$ cat src/rbb_pkg.sv
// package: shared constants and the cordic arctangent table for rotated_box_bounds
package rbb_pkg;

    localparam int COORD_WIDTH_DEF   = 32;
    localparam int ANGLE_WIDTH_DEF   = 16;
    localparam int CORDIC_STAGES_DEF = 16;

    localparam int SCALE_BITS = 24;
    localparam int ID_BITS    = 16;
    localparam int ATAN_COUNT = 24;
    localparam int ZW         = 34;
    localparam int GAIN_BITS  = 24;
    localparam logic [GAIN_BITS-1:0] GAIN_Q24 = 24'd10188012;

    // arctangent of 2^-i in units of 2^-32 turn
    function automatic logic signed [ZW-1:0] atan_q32(input logic [4:0] i);
        logic signed [ZW-1:0] v;
        unique case (i)
            5'd0:  v = 34'sh020000000;
            5'd1:  v = 34'sh012E4051E;
            5'd2:  v = 34'sh009FB385B;
            5'd3:  v = 34'sh0051111D4;
            5'd4:  v = 34'sh0028B0D43;
            5'd5:  v = 34'sh00145D7E1;
            5'd6:  v = 34'sh000A2F61E;
            5'd7:  v = 34'sh000517C55;
            5'd8:  v = 34'sh00028BE53;
            5'd9:  v = 34'sh000145F2F;
            5'd10: v = 34'sh0000A2F98;
            5'd11: v = 34'sh0000517CC;
            5'd12: v = 34'sh000028BE6;
            5'd13: v = 34'sh0000145F3;
            5'd14: v = 34'sh00000A2FA;
            5'd15: v = 34'sh00000517D;
            5'd16: v = 34'sh0000028BE;
            5'd17: v = 34'sh00000145F;
            5'd18: v = 34'sh000000A30;
            5'd19: v = 34'sh000000518;
            5'd20: v = 34'sh00000028C;
            5'd21: v = 34'sh000000146;
            5'd22: v = 34'sh0000000A3;
            5'd23: v = 34'sh000000051;
            default: v = '0;
        endcase
        return v;
    endfunction

endpackage

$ cat src/rbb_cordic_stage.sv
// one registered cordic rotation stage acting on both half-diagonal corners
module rbb_cordic_stage #(
    parameter int DW    = 52,
    parameter int SHIFT = 0
) (
    input  logic                                 aclk,
    input  logic                                 en,
    input  logic signed [DW-1:0]                 ax_in,
    input  logic signed [DW-1:0]                 ay_in,
    input  logic signed [DW-1:0]                 bx_in,
    input  logic signed [DW-1:0]                 by_in,
    input  logic signed [rbb_pkg::ZW-1:0]        z_in,
    output logic signed [DW-1:0]                 ax_out,
    output logic signed [DW-1:0]                 ay_out,
    output logic signed [DW-1:0]                 bx_out,
    output logic signed [DW-1:0]                 by_out,
    output logic signed [rbb_pkg::ZW-1:0]        z_out
);
    import rbb_pkg::*;

    logic signed [DW-1:0] ax_next, ay_next, bx_next, by_next;
    logic signed [ZW-1:0] z_next;
    logic signed [ZW-1:0] step_angle;

    assign step_angle = atan_q32(5'(SHIFT));

    // rotate toward zero residual angle, floor shifts
    always_comb begin
        if (z_in >= 0) begin
            ax_next = ax_in - (ay_in >>> SHIFT);
            ay_next = ay_in + (ax_in >>> SHIFT);
            bx_next = bx_in - (by_in >>> SHIFT);
            by_next = by_in + (bx_in >>> SHIFT);
            z_next  = z_in - step_angle;
        end else begin
            ax_next = ax_in + (ay_in >>> SHIFT);
            ay_next = ay_in - (ax_in >>> SHIFT);
            bx_next = bx_in + (by_in >>> SHIFT);
            by_next = by_in - (bx_in >>> SHIFT);
            z_next  = z_in + step_angle;
        end
    end

    always_ff @(posedge aclk) begin
        if (en) begin
            ax_out <= ax_next;
            ay_out <= ay_next;
            bx_out <= bx_next;
            by_out <= by_next;
            z_out  <= z_next;
        end
    end

endmodule

$ cat config.mk
export PLATFORM = sky130hd
export DESIGN_NAME = rbb_cordic_stage
export DESIGN_NICKNAME = d
export VERILOG_FILES = /design/src/rbb_pkg.sv /design/src/rbb_cordic_stage.sv
export SDC_FILE = /design/constraint.sdc
export NUM_CORES = 1
export LEC_CHECK = 0
export BUFFER_PORTS_ARGS = -buffer_cell sky130_fd_sc_hd__buf_2
export CAP_MARGIN = 10
export CORE_MARGIN = 4
export CORE_UTILIZATION = 50
export CTS_CLUSTER_SIZE = 20
export DETAILED_ROUTE_END_ITERATION = 6
export PLACE_DENSITY = 0.73
export SETUP_SLACK_MARGIN = 0.3
export SYNTH_ARGS = -nofsm -noshare
export SYNTH_HDL_FRONTEND = slang
export SYNTH_SLANG_ARGS = --single-unit
$ cat constraint.sdc
create_clock -name aclk -period 6.9 [get_ports aclk]
set_clock_uncertainty 0.1 [all_clocks]
set_input_delay 1.38 -clock aclk [delete_from_list [all_inputs] [get_ports aclk]]
set_output_delay 1.38 -clock aclk [all_outputs]
set_load 0.005 [all_outputs]
==> flow_summary.ini <==
[run_status]
status = finished clean

[synthesis]
synth_top_area_cell = edfxtp_1
syn-num-nets = 3786
synth.top_cell.area_share_pct = 27.4
ys.flop_type = edfxtp_1
synth_edf_count = 240
syn_area_mm2 = 0.0263
syn_avg_cell_area_um2 = 8.15
yosysSeqAreaShare_pct = 27.4
synth-seq-cells = 240
yosys-top-cells-count = a21oi_1, inv_1, ha_1
netlist_instances = 3225
synthArstFlopShare_pct = 0
synth_most_common_cell = a21oi_1
netlist_top_cells_area = edfxtp_1, ha_1, a21oi_1, xnor2_1, inv_1
ys_types = 90
yosysWarningCount = 0

[global_routing]
grt_pass1_wl_mm = 144
grt_max_degree = 169
gr-total-overflow = 0
grt_pass1_vias = 25100
track_usage_pct = 31.8
antenna_found_initial = 28

[detailed_routing]
via_count = 26700
drt_iter0_drc = 2967
drt_wl_total_mm = 95.7
viasPerCell = 6.16
wl_per_cell_um = 22.1
drc = 0
firstDrtPassIters = 6
detail-route-antenna-nets = 0

[clock_network]
holdBufCountCts = 0
cts_setup_buffers = 0
path_clk_slew_ns = 0.07
post_cts_resized = 0
tritoncts = built
h-tree-depth = 1
cts_root_buf = clkbuf_16
cts.sinks = 240
clock_path_buffers = 3
cts_made_buffers = 30

[critical_path]
critPathCapture = ax_out[44]$_DFFE_PP_
critical_path.max_fanout = 14
cp.required_ns = 7.13
crit_start = ax_in[11]
critPathLaunchType = input port
cp.arrival_ns = 5.31
crit_type = input port to register
endpoint_kind = register

[sta]
layout_min_cycle_time_ns = 5.08
max_freq_mhz = 197
rsz0062_at_grt = no
tns_ns = 0
report.final.slew_viol_count = 0
layout_worst_path_cycle_share_pct = 73.6
slew_headroom_pct = 29.4
worstMarginPinSlew_ns = 1.05
fin_ws_ns = 1.82
final_hold_viol_count = 0
finalSetupViolations = 0
hold_ws_ns = 0.878

[cells_and_area]
fill_cells = 4853
seqCellArea_mm2 = 0.00721
multi_input_area_mm2 = 0.0172
fin_nets = 4164
drive_gt1_share_pct = 16.3
post-route-util_pct = 58.3
syn_to_final_growth_pct = 14.7

[floorplan]
start_util_pct = 50.8
core-area_mm2 = 0.0517
die_w_um = 237
pin_count = 486
dieArea_mm2 = 0.0563
die_y_um = 237
rows = 83

[pwr]
leakage_nw = 13.4
p_int_mw = 3.75
clock_power_share_pct = 27.4
max-vdd-ir-drop_mv = 0.191
p_sw_mw = 2.22
pwr-share-seq_pct = 33.7
p_total_mw = 5.97
power.density_mw_per_mm2 = 198
swShare_pct = 37.2
p_comb_share_pct = 38.9

[min_path]
hold_class = input port to register

[place]
place.gp.congestion = 1.03
port_buffers = 485
hpwlAfterDp_mm = 75.7
pre_cts_ws_ns = 1.42

[job]
maxCapViolations = 0
==> flip-flops by register name, indices dropped and copies added, names as in the netlist <==
name	flops
by_out	51
z_out	34
bx_out	52
ax_out	52
ay_out	51
==> worst min path at each step <==
stage	start	end	slack, ns	depth (start not counted)
floorplan	z_in[0]	z_out[0]$_DFFE_PP_	1.38	0
finish	z_in[15]	z_out[15]$_DFFE_PP_	0.88	1
global route	z_in[16]	z_out[16]$_DFFE_PP_	0.85	1
detailed placement	z_in[15]	z_out[15]$_DFFE_PP_	1.47	1
CTS	z_in[15]	z_out[15]$_DFFE_PP_	0.85	1
global placement	z_in[2]	z_out[2]$_DFFE_PP_	1.47	1
==> worst max-delay path, stage by stage <==
cell	delay, ns
buf_2	0.10
inv_1	0.04
ha_1	0.62
inv_1	0.24
nor4_1	0.94
nand3_1	0.19
o211ai_2	0.49
a31oi_1	0.31
o31a_1	0.41
o21ai_0	0.24
o21ai_0	0.17
xnor2_1	0.17
==> cells in the final DEF (no fill, tap or decap), drive strengths merged, types with 8 or more instances in the layout <==
master / instances
buf: 497
a21oi: 443
inv: 324
ha: 310
edfxtp: 240
nor2: 237
o21ai: 236
nand2: 199
xnor2: 181
o21bai: 91
nor3: 75
a21o: 73
nand4: 50
mux2i: 49
nor4: 43
o31ai: 42
nand3: 40
o211ai: 37
clkbuf: 35
nor2b: 32
o21a: 29
a211oi: 29
nand2b: 27
a31oi: 23
clkinv: 22
xor2: 21
a21boi: 21
diode: 18
and2: 15
a2111oi: 11
a211o: 10
or3: 10
or4: 10
or2: 10
o311ai: 10
o2111ai: 9
a221oi: 9
and3: 8
o221ai: 8
==> routing by layer <==
layer | vias up | GRT usage [%] | wire length [um]
met4 | 16 | 14.0 | 4870
met1 | 12400 | 41.3 | 37400
li1 | 12400 | - | -
met5 | - | 0 | 111
met2 | 1510 | 52.3 | 44200
met3 | 288 | 5.34 | 9070
==> layout make-up <==
cell class	instances	area share, %
Inverter	332	4.15
Timing Repair Buffer	497	8.47
Clock inverter	20	0.726
Multi-Input combinational cell	2502	57.2
Sequential cell	240	23.9
Tap cell	680	2.82
Clock buffer	35	2.62
Antenna cell	18	0.149
==> kinds of logic after synthesis <==
family / share of synthesized area, %
compound gates: 27.6
xor+xnor: 6.73
fa+ha+maj: 15.3
buf+inv: 7.09
flops: 27.4
mux: 1.91
simple gates: 14.0
==> power groups by stage <==
stage / logic (mW) / registers, mW / clock network [mW]
final: 2.32 / 2.02 / 1.64
after global routing: 2.50 / 2.03 / 1.74
after CTS: 2.27 / 2.01 / 1.67
after detailed placement: 2.26 / 2.04 / 0
after global placement: 2.26 / 2.04 / 0
after floorplan: 1.36 / 2.05 / 0
==> stage by stage <==
step,cell area [um^2],instances
final,30100,4324
after global routing,30100,4320
after CTS,30100,4306
after detailed placement,29100,4251
after global placement,29100,4251
after floorplan,26300,3225
(Power assumes the default switching activity.)
